### config.mk
export PLATFORM = sky130hd
export DESIGN_NAME = gn2o_mul
export DESIGN_NICKNAME = d
export VERILOG_FILES = /design/src/rtl/gn2o_pkg.sv /design/src/rtl/gn2o_mul.sv
export SDC_FILE = /design/constraint.sdc
export NUM_CORES = 2
export LEC_CHECK = 0
export ABC_AREA = 1
export BUFFER_PORTS_ARGS = -buffer_cell sky130_fd_sc_hd__buf_4
export CAP_MARGIN = 20
export CORE_AREA = 2 2 327 248
export DETAILED_ROUTE_END_ITERATION = 6
export DIE_AREA = 0 0 329 250
export GPL_TIMING_DRIVEN = 0
export MAX_ROUTING_LAYER = met4
export PLACE_DENSITY_LB_ADDON = 0.12
export SLEW_MARGIN = 20
export SYNTH_ARGS = -nofsm -noshare
export SYNTH_HDL_FRONTEND = slang
export SYNTH_SLANG_ARGS = --single-unit
### constraint.sdc
create_clock -name i_clk -period 12.7 [get_ports i_clk]
set_input_delay 0.635 -clock i_clk [delete_from_list [all_inputs] [get_ports i_clk]]
set_output_delay 0.635 -clock i_clk [all_outputs]
set_load 0.02 [all_outputs]
### src/rtl/gn2o_pkg.sv
// Shared types, widths and constants for the octave gradient noise block.
// Used by the multiplier, the divider and the top level; depends on nothing else.
package gn2o_pkg;

    localparam int TABLE_SIZE  = 256;
    localparam int MAX_OCTAVES = 8;
    localparam int FRAC_BITS   = 16;

    localparam int FB = FRAC_BITS;
    localparam int XW = FB + 1;      // fraction or fraction minus one, signed
    localparam int GW = FB + 3;      // gradient dot product, signed
    localparam int LW = FB + 4;      // interpolation values, signed
    localparam int FW = FB + 4;      // fade intermediate terms, unsigned
    localparam int MW = 33;          // shared multiplier operand width
    localparam int PW = 2 * MW;      // shared multiplier product width
    localparam int TW = LW + 28;     // weighted octave sum, signed
    localparam int AW = 24;          // amplitude
    localparam int SW = AW + 1;      // amplitude sum
    localparam int PAW = 40;         // position and frequency width
    localparam int CW = $clog2(TW);  // divider iteration counter

    localparam logic [FW-1:0] FADE_A = FW'(15 * (1 << FB));
    localparam logic [FW-1:0] FADE_B = FW'(10 * (1 << FB));
    localparam logic signed [XW-1:0] ONE_X = XW'(1 << FB);

    localparam logic [PAW-1:0] UNIT_Q16 = PAW'(1 << 16);
    localparam logic [AW-1:0]  AMP_ONE  = AW'(1 << 16);

    localparam logic signed [TW:0] Q_MAX = (TW+1)'(131071);
    localparam logic signed [TW:0] Q_MIN = -(TW+1)'(131072);

    // Configuration register indexes.
    localparam int CFG_IW = 2;
    localparam int CFG_DW = 32;
    localparam logic [CFG_IW-1:0] CFG_INV_SCALE   = 2'd0;
    localparam logic [CFG_IW-1:0] CFG_OCTAVES     = 2'd1;
    localparam logic [CFG_IW-1:0] CFG_PERSISTENCE = 2'd2;
    localparam logic [CFG_IW-1:0] CFG_LACUNARITY  = 2'd3;

    // Input word actions.
    localparam logic ACT_LOAD   = 1'b0;
    localparam logic ACT_SAMPLE = 1'b1;

    // Gradient code boundaries and the two codes that reuse x.
    localparam logic [3:0] G_U_Y  = 4'd8;
    localparam logic [3:0] G_V_Y  = 4'd4;
    localparam logic [3:0] G_VX_A = 4'd12;
    localparam logic [3:0] G_VX_B = 4'd14;

    typedef struct packed {
        logic          start;
        logic [TW-1:0] num;
        logic [SW-1:0] den;
    } t_div_req;

    function automatic logic signed [GW-1:0] grad_q(
        input logic [3:0]           h,
        input logic signed [XW-1:0] x,
        input logic signed [XW-1:0] y
    );
        logic signed [GW-1:0] u;
        logic signed [GW-1:0] v;
        u = (h < G_U_Y) ? GW'(x) : GW'(y);
        if (h < G_V_Y) begin
            v = GW'(y);
        end else if (h == G_VX_A || h == G_VX_B) begin
            v = GW'(x);
        end else begin
            v = '0;
        end
        return (h[0] ? -u : u) + (h[1] ? -v : v);
    endfunction

endpackage

### src/rtl/gn2o_mul.sv
// Shared signed multiplier with a registered product.
// Depends on gn2o_pkg for operand and product widths.
module gn2o_mul (
    input  logic                                 i_clk,
    input  logic signed [gn2o_pkg::MW-1:0]       i_a,
    input  logic signed [gn2o_pkg::MW-1:0]       i_b,
    output logic signed [gn2o_pkg::PW-1:0]       o_p
);
    import gn2o_pkg::*;

    logic signed [PW-1:0] r_p;

    always_ff @(posedge i_clk) begin
        r_p <= i_a * i_b;
    end

    assign o_p = r_p;

endmodule

==> flow_metrics.tcl <==
set metrics [dict create \
    holdCritPathClass "in2reg" \
    yosysTopAreaCell "fa_1" \
    fin_crit_sh_pct 75.6 \
    ys_warn_count 0 \
    clock.fmax_mhz 104 \
    die-area_um2 82300 \
    wl_mm 173 \
    drive_above_1_share_pct 3.16 \
    hpwl_mm 146 \
    drc_errors 0 \
    rsz0062_at_grt "no" \
    setup_slack_ns 3.10 \
    crit_start "i_b[11]" \
    setup-tns-final_ns 0 \
    syn_nets 6972 \
    maxSlewHeadroom_pct 12.9 \
    grt_max_degree 18 \
    gp_congestion 1.07 \
    antenna_found_initial 7 \
    clkTransAtPathRegs_ns 0.06 \
    arrival_ns 9.85 \
    std_cell_rows 90 \
    fin_util_pct 57.2 \
    critical_path_class "in2reg" \
    synth_cell_types 35 \
    hold_viol_final 0 \
    synth_ff_type "dfxtp_1" \
    die_w_um 329 \
    die_h_um 250 \
    postCtsHoldBufs 0 \
    fill_cells 7753 \
    required_ns 12.94 \
    h-tree-depth 3 \
    cts_buffer_depth 2 \
    drtAntennaViolNets 0 \
    largest_register_ff_count 66 \
    cts_resized 0 \
    postCtsSetupBuffers 0 \
    cts_inserted_buffers 9 \
    grt_pass1_wl_mm 250 \
    routedWlPerCell_um 25.8 \
    place_ws_ns 3.11 \
    worstPathMaxFanout 10 \
    synth_top_area_share_pct 53.1 \
    maxCapViolCount 0 \
    drv_slew 0 \
    gr-total-overflow 0 \
    design.portCount 133 \
    first_iter_violations 3851 \
    core_area_um2 79400 \
    grt_pass1_vias 36999 \
    post-route-min-period_ns 9.60 \
    start_util_pct 54.4 \
    globalRouteTotalUtil_pct 44.7 \
    clock_sinks 66 \
    syn-cell-area_um2 43200 \
    min_from "i_a[0]" \
    synth_area_per_cell_um2 7.79 \
    nets 7053 \
    status "completed" \
    via_count 35755 \
    seq_area_frac_synth_pct 3.06 \
    setup_viol 0 \
    portBuffers 67 \
    ys_top_cells_by_area "fa_1, inv_1, nand2_1" \
    first_pass_iters 6 \
    synth_cells 5543 \
    via_per_inst 5.34 \
    worst_pin_slew_ns 1.31 \
    synth_seq_cells 66 \
    endpoint_kind "flip-flop" \
    critPathLaunchType "input pin" \
    synth-async-reset-ratio_pct 0 \
    area_growth_pct 5.14 \
    synth-edff-count 0 \
    cts_tree "built" \
    root_buffer "clkbuf_16" \
]
path summary, 6_finish.rpt:
check / to / slack (ns) / cells past startpoint
setup / recovery: o_p[63]$_DFF_P_ / 3.10 / 22
hold / removal: o_p[0]$_DFF_P_ / 0.77 / 3
metal layers:
layer | GRT usage (%) | wire length (um) | share of wire, %
met1 | 58.5 | 67100 | 39
met2 | 63.5 | 72100 | 42
met3 | 13.5 | 22300 | 13
met4 | 21.6 | 11200 | 6.5
met5 | - | 0 | 0
through the flow:
stage | cells | instance area [um2] | hold WS, ns
final | 6695 | 45400 | 0.772
after global routing | 6690 | 45400 | 0.800
after CTS | 6687 | 45400 | 0.758
after detailed placement | 6671 | 45100 | 1.05
after global placement | 6668 | 45000 | 1.05
after floorplan | 5543 | 43200 | 0.899
cell usage after synthesis (20+ instances only):
master and instances:
clkbuf_1 262, nor2_1 131, fa_1 1145, inv_1 1894, xor2_1 37, nor2_2 20
dfxtp_1 66, a21oi_1 61, ha_1 217, nand2_1 1517, nand3_1 70
cells in the final DEF, fill, tap and decap left out, drive strengths merged, types with 65 or more instances in the layout:
| master | n |
|---|---|
| fa | 1145 |
| nor2 | 154 |
| inv | 1897 |
| ha | 217 |
| clkbuf | 271 |
| nand2 | 1534 |
| a21oi | 65 |
| dfxtp | 66 |
| buf | 71 |
| nand3 | 78 |
cell type report:
| type | instances | area [um2] | area share (%) |
|---|---|---|---|
| diodes | 8 | 20.0 | 0.0441 |
| inverters | 1895 | 7110 | 15.7 |
| well taps | 1058 | 1320 | 2.92 |
| clock inverters | 7 | 51.3 | 0.113 |
| clock buffers | 9 | 225 | 0.496 |
| repair buffers | 70 | 557 | 1.23 |
| plain buffers | 263 | 1020 | 2.25 |
| flip-flops and latches | 66 | 1320 | 2.91 |
| multi-input cells | 3319 | 33800 | 74.4 |
critical path: stages:
cell and delay (ns):
clkbuf_1 0.52, clkbuf_1 0.96, nand2_1 0.46, fa_1 0.70
fa_1 0.89, fa_1 0.58, inv_1 0.47, fa_1 0.54
fa_1 0.58, fa_1 0.46, fa_1 0.51, inv_1 0.05
fa_1 0.56, inv_1 0.08, ha_1 0.48, nand2_1 0.16
nor2_2 0.16, nand2_1 0.29, nor4_1 0.36, nand2_1 0.18
nand3_1 0.13, nand2_1 0.05
cells by family after synthesis:
kind of cell	count (synthesis)	share of synthesized area, %
XOR/XNOR	41	0.832
buffers and inverters	2158	18.8
adder cells (fa/ha/maj)	1362	59.4
flip-flops	66	3.06
AND/OR/NAND/NOR	1810	16.6
AO/OA/AOI/OAI	106	1.38
Power is left out: the tool's default activity adds up to more than one toggle a clock period on the data nets, which glitch-free logic cannot reach.
