## src/rtl/gn2o_pkg.sv

```systemverilog
// Shared types, widths and constants for the octave gradient noise block.
// Used by the multiplier, the divider and the top level; depends on nothing else.
package gn2o_pkg;

    localparam int TABLE_SIZE  = 256;
    localparam int MAX_OCTAVES = 8;
    localparam int FRAC_BITS   = 16;

    localparam int FB = FRAC_BITS;
    localparam int XW = FB + 1;      // fraction or fraction minus one, signed
    localparam int GW = FB + 3;      // gradient dot product, signed
    localparam int LW = FB + 4;      // interpolation values, signed
    localparam int FW = FB + 4;      // fade intermediate terms, unsigned
    localparam int MW = 33;          // shared multiplier operand width
    localparam int PW = 2 * MW;      // shared multiplier product width
    localparam int TW = LW + 28;     // weighted octave sum, signed
    localparam int AW = 24;          // amplitude
    localparam int SW = AW + 1;      // amplitude sum
    localparam int PAW = 40;         // position and frequency width
    localparam int CW = $clog2(TW);  // divider iteration counter

    localparam logic [FW-1:0] FADE_A = FW'(15 * (1 << FB));
    localparam logic [FW-1:0] FADE_B = FW'(10 * (1 << FB));
    localparam logic signed [XW-1:0] ONE_X = XW'(1 << FB);

    localparam logic [PAW-1:0] UNIT_Q16 = PAW'(1 << 16);
    localparam logic [AW-1:0]  AMP_ONE  = AW'(1 << 16);

    localparam logic signed [TW:0] Q_MAX = (TW+1)'(131071);
    localparam logic signed [TW:0] Q_MIN = -(TW+1)'(131072);

    // Configuration register indexes.
    localparam int CFG_IW = 2;
    localparam int CFG_DW = 32;
    localparam logic [CFG_IW-1:0] CFG_INV_SCALE   = 2'd0;
    localparam logic [CFG_IW-1:0] CFG_OCTAVES     = 2'd1;
    localparam logic [CFG_IW-1:0] CFG_PERSISTENCE = 2'd2;
    localparam logic [CFG_IW-1:0] CFG_LACUNARITY  = 2'd3;

    // Input word actions.
    localparam logic ACT_LOAD   = 1'b0;
    localparam logic ACT_SAMPLE = 1'b1;

    // Gradient code boundaries and the two codes that reuse x.
    localparam logic [3:0] G_U_Y  = 4'd8;
    localparam logic [3:0] G_V_Y  = 4'd4;
    localparam logic [3:0] G_VX_A = 4'd12;
    localparam logic [3:0] G_VX_B = 4'd14;

    typedef struct packed {
        logic          start;
        logic [TW-1:0] num;
        logic [SW-1:0] den;
    } t_div_req;

    function automatic logic signed [GW-1:0] grad_q(
        input logic [3:0]           h,
        input logic signed [XW-1:0] x,
        input logic signed [XW-1:0] y
    );
        logic signed [GW-1:0] u;
        logic signed [GW-1:0] v;
        u = (h < G_U_Y) ? GW'(x) : GW'(y);
        if (h < G_V_Y) begin
            v = GW'(y);
        end else if (h == G_VX_A || h == G_VX_B) begin
            v = GW'(x);
        end else begin
            v = '0;
        end
        return (h[0] ? -u : u) + (h[1] ? -v : v);
    endfunction

endpackage

```

## src/rtl/gn2o_div.sv

```systemverilog
// Restoring unsigned divider, one quotient bit per cycle.
// Depends on gn2o_pkg for widths and the request struct.
module gn2o_div (
    input  logic                       i_clk,
    input  logic                       i_rst_n,
    input  gn2o_pkg::t_div_req         i_req,
    output logic                       o_done,
    output logic [gn2o_pkg::TW-1:0]    o_quo
);
    import gn2o_pkg::*;

    logic          r_busy;
    logic          r_done;
    logic [CW-1:0] r_cnt;
    logic [SW-1:0] r_rem;
    logic [SW-1:0] r_den;
    logic [TW-1:0] r_q;

    logic [SW:0]   trial;
    logic          ge;
    logic [SW:0]   diff;

    always_comb begin
        trial = {r_rem, r_q[TW-1]};
        ge    = trial >= {1'b0, r_den};
        diff  = trial - {1'b0, r_den};
    end

    always_ff @(posedge i_clk) begin
        if (!i_rst_n) begin
            r_busy <= 1'b0;
            r_done <= 1'b0;
            r_cnt  <= '0;
        end else begin
            r_done <= 1'b0;
            if (i_req.start) begin
                r_busy <= 1'b1;
                r_cnt  <= CW'(TW - 1);
            end else if (r_busy) begin
                if (r_cnt == '0) begin
                    r_busy <= 1'b0;
                    r_done <= 1'b1;
                end else begin
                    r_cnt <= r_cnt - 1'b1;
                end
            end
        end
    end

    always_ff @(posedge i_clk) begin
        if (i_req.start) begin
            r_rem <= '0;
            r_q   <= i_req.num;
            r_den <= i_req.den;
        end else if (r_busy) begin
            r_rem <= ge ? diff[SW-1:0] : trial[SW-1:0];
            r_q   <= {r_q[TW-2:0], ge};
        end
    end

    assign o_done = r_done;
    assign o_quo  = r_q;

endmodule

```

## config.mk

```make
export PLATFORM = sky130hd
export DESIGN_NAME = gn2o_div
export DESIGN_NICKNAME = d
export VERILOG_FILES = /design/src/rtl/gn2o_pkg.sv /design/src/rtl/gn2o_div.sv
export SDC_FILE = /design/constraint.sdc
export NUM_CORES = 1
export LEC_CHECK = 0
export ABC_AREA = 1
export BUFFER_PORTS_ARGS = -buffer_cell sky130_fd_sc_hd__buf_2
export CAP_MARGIN = 10
export CORE_MARGIN = 3
export CORE_UTILIZATION = 45
export CTS_CLUSTER_DIAMETER = 100
export DETAILED_ROUTE_END_ITERATION = 7
export PLACE_DENSITY = 0.7
export SLEW_MARGIN = 20
export SYNTH_ARGS = -nofsm -noshare
export SYNTH_HDL_FRONTEND = slang
export SYNTH_SLANG_ARGS = --single-unit
```

## constraint.sdc

```tcl
create_clock -name i_clk -period 7 [get_ports i_clk]
set_clock_uncertainty 0.05 [all_clocks]
set_input_delay 1.4 -clock i_clk [delete_from_list [all_inputs] [get_ports i_clk]]
set_output_delay 1.4 -clock i_clk [all_outputs]
set_load 0.05 [all_outputs]
```

==> out/metrics.csv, run 1 <==
stage,metric,value,unit
timing,unrepaired setup endpoints after global routing,no,
finish,antenna diode count,0,
clock_network,Setup Buffers After CTS,0,
run,MaxCap Viol Count,0,
synth,number of synthesized flops with an enable pin,73,
clock_network,TritonCTS Sinks,106,
finish,fin cells,1166,
critical_path,WP data arrival,3.23,ns
detailed_routing,First-pass DRT Iterations,5,
critical_path,Worst Path Buf+Inv,1,
synth,"count leader, synth",nand2_1,
synth,Most used DFF post-synth,edfxtp_1,
place,HPWL Detailed,11600,um
synth,share of the synthesized area in the top cell type,34.3,%
floorplan,Die X,125,um
place,routability cong.,0.931,
synth,Syn Nets,972,
floorplan,full die area,15600,um^2
global_route,initial antenna violation count,0,
power,Pleak,3.98,nW
global_route,GRT Total Usage,20.5,%
critical_path,element type at the critical path start,flip-flop,
timing,Max Freq,335,MHz
clock_network,clock root cell,clkbuf_16,
power,Pwr per Cell Area,217,nW/um^2
synth,Netlist Area Pre-Place,6380,um^2
clock_network,worst skew pair latency,0.36,ns
synth,asr flop ratio synth,0,%
detailed_routing,remaining antenna violation count,0,
clock_network,# hold bufs at CTS,0,
detailed_routing,WL/cell,13.7,um
finish,Nets,1089,
global_route,first-pass GRT wire length,26200,um
critical_path,CP max FO,26,
timing,Slew HR,42.6,%
place,Buffers on Ports,124,
clock_network,Post-CTS Resized,0,
critical_path,"delay-heaviest family, CP",simple AND/OR/NAND/NOR gates,
floorplan,I/O pins,125,
synth,synthesized flop and latch total,106,
critical_path,Worst R2R Setup Slack,4.02,ns
critical_path,"Cell Chain, Critical Path","inv_1, ha_1, nand2_1, nand2_1, nand2_1, nand2_1, nand2_1, nand2_1, a21oi_4, nand3_4, nand3_1, nand3_1, nand2_1",
synth,synth top area cells,"edfxtp_1 (34%), nand2_1 (21%), dfxtp_1 (10%), inv_1 (8.9%), ha_1 (5.3%)",
detailed_routing,via/cell ratio,4.88,
clock_network,cts bufs inserted,9,
global_route,"Remaining Overflow, GRT",0,
timing,post-route setup TNS,0,ns
timing,Tcrit/Tclk final,42.6,%
timing,fin. max-slew vios,0,
synth,yosys warns,0,
power,Worst IR Drop VDD,0.000136,V
floorplan,starting density of the core,47.1,%
critical_path,Critical Path RT,7.25,ns
timing,final hold slack,0.417,ns
critical_path,CP endpoint kind,flip-flop,
synth,Syn Inst Count,868,
detailed_routing,DRC violations left,0,
synth,top cells by instance count after synthesis,"nand2_1 (362), inv_1 (151), edfxtp_1 (73)",
timing,Slew @ Worst Pin,0.860,ns
clock_network,CTS tree,yes,
global_route,largest net degree at the start of global routing,60,
critical_path,critical setup path kind,flip-flop to flip-flop,
run_status,outcome,"complete, no violations",
finish,area delta synth->final,17.5,%
clock_network,H-tree levels,3,
timing,Finish-stage setup viols,0,
detailed_routing,Iter 0 DRT Violations,507,
detailed_routing,final WL,15900,um
critical_path,slowest CP cell,a21oi_4,
clock_network,Clock Pin Slew Worst Setup and Hold Paths,0.08,ns
synth,Yosys top cell by area,edfxtp_1,
place,placed insts,1150,
min_path,HP Class,flip-flop to flip-flop,
timing,Hold Fails Final Rpt,0,
critical_path,critical path's most frequent cell,nand2_1,
critical_path,crit-path max cell delay,0.71,ns
synth,"Avg Cell Area, Syn",7.35,um^2
detailed_routing,via count,5691,
clock_network,clock tree buffer depth,2,
synth,Synth cell types,33,
timing,Final min period,2.98,ns
global_route,number of global-route vias before repair,5483,
floorplan,total core area,13600,um^2
floorplan,num rows,42,
finish,ratio of cells with drive above 1 in the final layout,17.3,%
floorplan,Die Y,125,um
synth,sequential cell area fraction in the yosys report,44.7,%
[path summary, 6_finish.rpt]
check                           cells past startpoint         to  startpoint
worst min-delay path                                2  r_rem[24]   r_rem[24]
worst max register to register                     13  r_rem[21]   r_den[11]
worst min register to register                      2  r_rem[24]   r_rem[24]
worst max-delay path                               13  r_rem[21]   r_den[11]
[through the flow]
step | power, W | setup WS, ns | area [um^2] | util (%)
after floorplan | 0.000969 | 3.19 | 6380 | -
after global placement | 0.00106 | 3.62 | 7150 | 52.8
after detailed placement | 0.00106 | 3.61 | 7150 | 52.8
after CTS | 0.00164 | 4.01 | 7500 | 55.3
after global routing | 0.00169 | 3.74 | 7500 | 55.3
final | 0.00162 | 4.02 | 7500 | 55.3
[registers in the layout (all words and copies together), names as in the netlist]
name,count
r_busy,1
o_done,1
o_quo,48
r_cnt,6
r_den,25
r_rem,25
[kinds of logic after synthesis]
kind of cell	share of synthesized area, %
fa+ha+maj	5.61
flops	44.7
simple gates	34.3
buf+inv	10.7
xor+xnor	1.92
compound gates	2.73
[area by class of cell]
type,instances,area [um^2]
Clock buffer,9,225
Clock inverter,7,121
Fill cell,1348,6060
Inverter,153,574
Multi-Input combinational cell,586,2850
Sequential cell,106,2850
Tap cell,176,220
Timing Repair Buffer,129,658
[report_power, final]
| part | internal [W] | switching (W) | leakage, nW |
|---|---|---|---|
| Sequential | 0.000724 | 0.0000248 | 1.01 |
| Combinational | 0.0000787 | 0.000218 | 2.81 |
| Clock | 0.000324 | 0.000254 | 0.168 |
| Total | 0.00113 | 0.000497 | 3.98 |
[layout by cell type, fill, tap and decap left out, drive strengths merged]
cell	instances
nor3	5
o21a	1
fa	1
nand2	367
a31oi	1
nand4	32
inv	154
a21oi	14
xnor2	13
xor2	1
dfxtp	33
ha	27
clkinv	4
nand3	58
clkbuf	9
edfxtp	73
and2	3
bufinv	2
nor2	42
buf	129
nand3b	2
o21ai	15
or2	4
[worst min-delay path: cells and delay by family (launching register included)]
| family | cells | cell delay, ns |
|---|---|---|
| flip-flops | 1 | 0.32 |
| AND/OR/NAND/NOR | 2 | 0.10 |
[layer usage]
metal  vias to the layer above  wire (um)  track usage, %
li1                       2944          -               -
met1                      2544       7110            26.6
met2                       187       7330            33.9
met3                        16       1260            6.18
met4                         0        218            4.85
met5                         -          0               0
(Power assumes the default switching activity.)
==> run 2: changes to the inputs <==
==> constraint.sdc (replaced) <==
create_clock -name i_clk -period 2.9 [get_ports i_clk]
set_clock_uncertainty 0.05 [all_clocks]
set_input_delay 0.58 -clock i_clk [delete_from_list [all_inputs] [get_ports i_clk]]
set_output_delay 0.58 -clock i_clk [all_outputs]
set_load 0.05 [all_outputs]
==> run 2 against run 1 <==
Via count down 0.88%; global-route usage about the same; combinational power up 140%; sequential power up 140%; highest routed layer unchanged; count of clock-buffer cells in the layout up 1; sequential cell count unchanged; critical endpoint is now o_quo[0].
==> out/metrics.csv, run 2 (synthesis results as in run 1) <==
stage,metric,value,unit,change
global_route,met1 Usage GRT,26.9,%,+0.36 points
clock_network,Clock Pin Slew Worst Setup and Hold Paths,0.07,ns,about the same
critical_path,critical setup path kind,flip-flop to flip-flop,,
global_route,GR Util met3,6.99,%,+0.81 points
clock_network,TritonCTS Sinks,106,,unchanged
detailed_routing,final WL,16000,um,+0.48%
run_status,outcome,"complete, no violations",,
critical_path,CP max FO,26,,unchanged
floorplan,total core area,13600,um^2,unchanged
detailed_routing,remaining antenna violation count,0,,unchanged
power,Pleak,3.97,nW,-0.22%
timing,Tcrit/Tclk final,89.1,%,+46 points
critical_path,element type at the critical path start,flip-flop,,
finish,register area,2850,um^2,unchanged
global_route,initial antenna violation count,0,,unchanged
timing,Slew HR,64.4,%,+22 points
timing,Final Worst Setup Slack,0.317,ns,-3.70 ns
finish,footprint of the multi-input gates,2850,um^2,unchanged
clock_network,cts bufs inserted,9,,unchanged
min_path,HP Class,primary input to flip-flop,,
global_route,gr busiest metal,met2,,
clock_network,clock tree buffer depth,2,,unchanged
floorplan,num rows,42,,unchanged
floorplan,Die X,125,um,unchanged
finish,fillers,1338,,-0.74%
detailed_routing,Iter 0 DRT Violations,355,,-30%
finish,"commonest non-fill, non-tap cell in the layout",nand2_1,,
place,pre-CTS setup slack,0.297,ns,-3.31 ns
critical_path,CP endpoint kind,flip-flop,,
place,DP Area,7200,um^2,+0.66%
power,Worst IR Drop VDD,0.000361,V,+170%
timing,post-route setup TNS,0,ns,unchanged
detailed_routing,via/cell ratio,4.83,,-1.1%
global_route,"Remaining Overflow, GRT",0,,unchanged
timing,Slew @ Worst Pin,0.533,ns,-0.327 ns
critical_path,cells on worst reg2reg path,10,,-3
critical_path,Reg2Reg Capture Point,o_quo[0],,
global_route,first-pass GRT wire length,26300,um,+0.13%
finish,Nets,1092,,+0.28%
critical_path,CP Capture Point,o_quo[0],,
finish,area delta synth->final,17.2,%,
critical_path,crit path from,o_quo[47],,
min_path,Hold Crit Depth,1,,-1
finish,ratio of cells with drive above 1 in the final layout,17.4,%,+0.15 points
run,MaxCap Viol Count,0,,unchanged
timing,Final min period,2.58,ns,-0.398 ns
min_path,Hold Crit Start,i_req[23],,
finish,Final Cell Area,7480,um^2,-0.28%
clock_network,H-tree levels,3,,unchanged
critical_path,Worst R2R Setup Slack,0.32,ns,-3.70 ns
floorplan,I/O pins,125,,unchanged
clock_network,Setup Buffers After CTS,0,,unchanged
clock_network,Post-CTS Resized,0,,unchanged
critical_path,Critical Path RT,2.96,ns,-4.29 ns
critical_path,reg2reg start,o_quo[47],,
floorplan,full die area,15600,um^2,unchanged
floorplan,starting density of the core,47.1,%,unchanged
timing,Max Freq,387,MHz,+15%
global_route,number of global-route vias before repair,5505,,+0.40%
finish,most frequent cells in the layout,"nand2_1 (362), inv_1 (150), buf_2 (124), edfxtp_1 (73), nand3_1 (52)",,
timing,unrepaired setup endpoints after global routing,no,,
global_route,GRT Total Usage,20.5,%,about the same
place,Buffers on Ports,124,,unchanged
detailed_routing,First-pass DRT Iterations,5,,unchanged
place,HPWL Detailed,11900,um,+2.8%
timing,Hold Fails Final Rpt,0,,unchanged
place,routability cong.,0.930,,-0.18%
power,Pwr per Cell Area,496,nW/um^2,+130%
global_route,grt met2 use,32.7,%,-1.2 points
critical_path,WP data arrival,2.65,ns,-0.58 ns
timing,fin. max-slew vios,0,,unchanged
clock_network,# hold bufs at CTS,0,,unchanged
global_route,largest net degree at the start of global routing,76,,+27%
floorplan,Die Y,125,um,unchanged
power,"Power, Total",0.00371,W,+130%
finish,antenna diode count,0,,unchanged
detailed_routing,WL/cell,13.7,um,+0.22%
clock_network,CTS tree,yes,,
finish,number of flip-flops in the largest register,48,,unchanged
timing,Finish-stage setup viols,0,,unchanged
detailed_routing,via count,5641,,-0.88%
clock_network,worst skew pair latency,0.35,ns,about the same
detailed_routing,DRC violations left,0,,unchanged
clock_network,clock root cell,clkbuf_16,,
[run 2: cell types whose count changed in the layout (fill, tap and decap cells not counted), sizes merged]
cell,before,now
clkinv,4,3
buf,129,132
bufinv,2,0
inv,154,155
clkbuf,9,10
clkinvlp,0,1
[run 2: routing by layer]
metal | part of all wire, % | up-vias
li1 | - | 2952
met5 | 0 | -
met3 | 8.1 | 17
met1 | 46 | 2496
met4 | 1.6 | 0
met2 | 44 | 176
[run 2: cell type report]
type	instances	area share (%)
repair buffers	132	9.44
inverters	153	7.68
flip-flops and latches	106	38.2
clock buffers	10	3.06
clock inverters	6	0.653
multi-input cells	586	38.1
well taps	176	2.95
[run 2: power by group]
part / total [W] / internal (W) / switching (W)
Sequential: 0.00180 / 0.00175 / 0.0000556
Clock: 0.00118 / 0.000596 / 0.000586
Combinational: 0.000724 / 0.000194 / 0.000530
[run 2: worst min-delay path by stage]
stage | to
floorplan | r_rem[24]
global placement | r_rem[24]
detailed placement | r_rem[24]
CTS | r_den[15]
global route | r_den[15]
finish | r_den[23]
[run 2: worst max-delay path, stage by stage, from the launching register on]
cell and delay [ns]:
edfxtp_1 0.39, inv_1 0.09, ha_1 0.14, inv_1 0.06, fa_1 0.44, nand3_1 0.12, nand3_1 0.18, nand2_2 0.28
nand3_4 0.37, nand2_1 0.16, nand2_1 0.05
[run 2: metrics by stage]
stage	hold WS, ns	instances	utilization [%]
2_1_floorplan	0.382	868	-
3_3_place_gp	0.403	1153	53.1
3_5_place_dp	0.409	1153	53.1
4_1_cts	0.334	1169	55.1
5_1_grt	0.334	1169	55.1
6_report	0.349	1169	55.1
==> run 3: changes to the inputs <==
--- a/config.mk
+++ b/config.mk
@@ -8,8 +8,10 @@
 export ABC_AREA = 1
 export BUFFER_PORTS_ARGS = -buffer_cell sky130_fd_sc_hd__buf_2
 export CAP_MARGIN = 10
+export CORE_ASPECT_RATIO = 1.2
 export CORE_MARGIN = 3
 export CORE_UTILIZATION = 45
+export CTS_BUF_LIST = sky130_fd_sc_hd__clkbuf_4 sky130_fd_sc_hd__clkbuf_8
 export CTS_CLUSTER_DIAMETER = 100
 export DETAILED_ROUTE_END_ITERATION = 7
 export PLACE_DENSITY = 0.7
==> run 3 against run 2 <==
Die area about the same; non-clock buffer count unchanged; fmax up 11%; critical endpoint is now r_rem[5].
==> out/metrics.csv, run 3 (synthesis results as in run 1) <==
stage,metric,value,unit,change
power,combinational share of power,21.1,%,+1.6 points
detailed_routing,via/cell ratio,4.86,,+0.63%
clock_network,clock tree buffer depth,2,,unchanged
floorplan,I/O pins,125,,unchanged
place,HPWL Detailed,11400,um,-4.7%
finish,most frequent cells in the layout,"nand2_1 (362), inv_1 (150), buf_2 (124), edfxtp_1 (73), nand3_1 (52)",,
run_status,outcome,"complete, no violations",,
timing,Finish-stage setup viols,0,,unchanged
detailed_routing,WL/cell,13.1,um,-4.2%
floorplan,num rows,47,,+12%
clock_network,TritonCTS Sinks,106,,unchanged
finish,Final Cell Area,7380,um^2,-1.3%
finish,number of flip-flops in the largest register,48,,unchanged
timing,Tcrit/Tclk final,80.3,%,-8.8 points
power,Worst IR Drop VDD,0.000350,V,-3.1%
finish,antenna diode count,0,,unchanged
floorplan,full die area,15700,um^2,about the same
run,MaxCap Viol Count,0,,unchanged
clock_network,worst skew pair latency,0.39,ns,+0.04 ns
timing,post-route setup TNS,0,ns,unchanged
place,routability cong.,0.897,,-3.5%
floorplan,Die Y,136,um,+9.1%
global_route,"Remaining Overflow, GRT",0,,unchanged
timing,unrepaired setup endpoints after global routing,no,,
min_path,HP Class,primary input to flip-flop,,
clock_network,Setup Buffers After CTS,0,,unchanged
timing,Slew HR,65.6,%,+1.1 points
timing,fin. max-slew vios,0,,unchanged
global_route,largest net degree at the start of global routing,78,,+2.6%
global_route,number of global-route vias before repair,5438,,-1.2%
power,internal power,0.00227,W,-11%
critical_path,WP data arrival,2.55,ns,-0.10 ns
timing,Hold Fails Final Rpt,0,,unchanged
detailed_routing,remaining antenna violation count,0,,unchanged
detailed_routing,final WL,15300,um,-4.6%
timing,final hold slack,0.305,ns,-0.0439 ns
clock_network,CTS tree,yes,,
place,Buffers on Ports,124,,unchanged
critical_path,element type at the critical path start,flip-flop,,
critical_path,critical setup path kind,flip-flop to flip-flop,,
place,DP Area,7190,um^2,about the same
power,Sw Share,33.0,%,+1.4 points
finish,ratio of cells with drive above 1 in the final layout,17.4,%,unchanged
global_route,first-pass GRT wire length,25300,um,-3.5%
timing,Max Freq,430,MHz,+11%
finish,"commonest non-fill, non-tap cell in the layout",nand2_1,,
clock_network,Post-CTS Resized,0,,unchanged
global_route,GRT Total Usage,20.4,%,-0.066 points
finish,area delta synth->final,15.6,%,
clock_network,Clock Pin Slew Worst Setup and Hold Paths,0.11,ns,+0.04 ns
detailed_routing,DRC violations left,0,,unchanged
power,P_sw,0.00112,W,-4.7%
global_route,initial antenna violation count,0,,unchanged
floorplan,Die X,115,um,-8.3%
power,clock share of power,25.8,%,-6.1 points
critical_path,Critical Path RT,3.12,ns,+0.16 ns
power,Pwr per Cell Area,459,nW/um^2,-7.5%
floorplan,total core area,13800,um^2,+1.9%
clock_network,cts bufs inserted,9,,unchanged
floorplan,starting density of the core,46.2,%,-0.89 points
clock_network,# hold bufs at CTS,0,,unchanged
finish,Nets,1092,,unchanged
critical_path,CP max FO,25,,-3.8%
detailed_routing,Iter 0 DRT Violations,308,,-13%
detailed_routing,via count,5652,,+0.20%
timing,Final min period,2.33,ns,-0.255 ns
timing,Slew @ Worst Pin,0.517,ns,-0.0159 ns
detailed_routing,First-pass DRT Iterations,4,,-1
clock_network,H-tree levels,3,,unchanged
power,Pleak,3.93,nW,-1.1%
clock_network,clock root cell,clkbuf_8,,
power,Flop pwr share,53.1,%,+4.5 points
critical_path,CP endpoint kind,flip-flop,,
run 3: cell types whose count changed in the layout (fill, tap and decap cells not counted), sizes merged:
cell,change
clkinv,+1
clkbuf,-1
run 3: worst paths after layout:
path              from         to  slack (ns)  depth (start not counted)
min          i_req[10]  r_den[10]        0.31                          1
min reg2reg  r_rem[16]  r_rem[16]        0.43                          2
max reg2reg  o_quo[47]   r_rem[5]        0.57                         11
max          o_quo[47]   r_rem[5]        0.57                         11
run 3: final cells by class:
type / instances / area [um^2]
fillers: 1354 / 6440
flip-flops and latches: 106 / 2850
multi-input cells: 586 / 2850
repair buffers: 132 / 706
inverters: 153 / 574
well taps: 171 / 214
clock buffers: 9 / 124
clock inverters: 7 / 61.3
run 3: through the flow:
step                setup slack [ns]  utilization [%]  power [W]  cells
floorplan                      0.490                -    0.00234    868
global placement               0.643             52.1    0.00255   1148
detailed placement             0.573             52.1    0.00255   1148
CTS                            0.547             53.4    0.00343   1164
global route                   0.358             53.4    0.00355   1164
finish                         0.573             53.4    0.00338   1164
run 3: per-layer routing:
layer / share of wire (%) / global-route usage, % / vias to the layer above
met5: 0 / 0 / -
met4: 2.6 / 8.15 / 0
met3: 7.0 / 5.25 / 29
met2: 48 / 34.8 / 156
met1: 42 / 24.6 / 2517
li1: - / - / 2950
run 3: critical path, cell delays in order, from the launching register on:
cell and delay, ns:
edfxtp_1 0.39, inv_1 0.09, ha_1 0.15, inv_1 0.06, fa_1 0.45, nand3_1 0.12, nand3_1 0.15, nand2_2 0.12
buf_4 0.30, nand4_1 0.15, nand3_1 0.10, o21ai_0 0.07
run 3: power groups by stage:
stage / clock (W) / sequential, W / combinational (W)
6_report: 0.000872 / 0.00180 / 0.000713
5_1_grt: 0.000960 / 0.00181 / 0.000781
4_1_cts: 0.000907 / 0.00180 / 0.000721
3_5_place_dp: 0 / 0.00183 / 0.000722
3_3_place_gp: 0 / 0.00183 / 0.000713
2_1_floorplan: 0 / 0.00208 / 0.000264
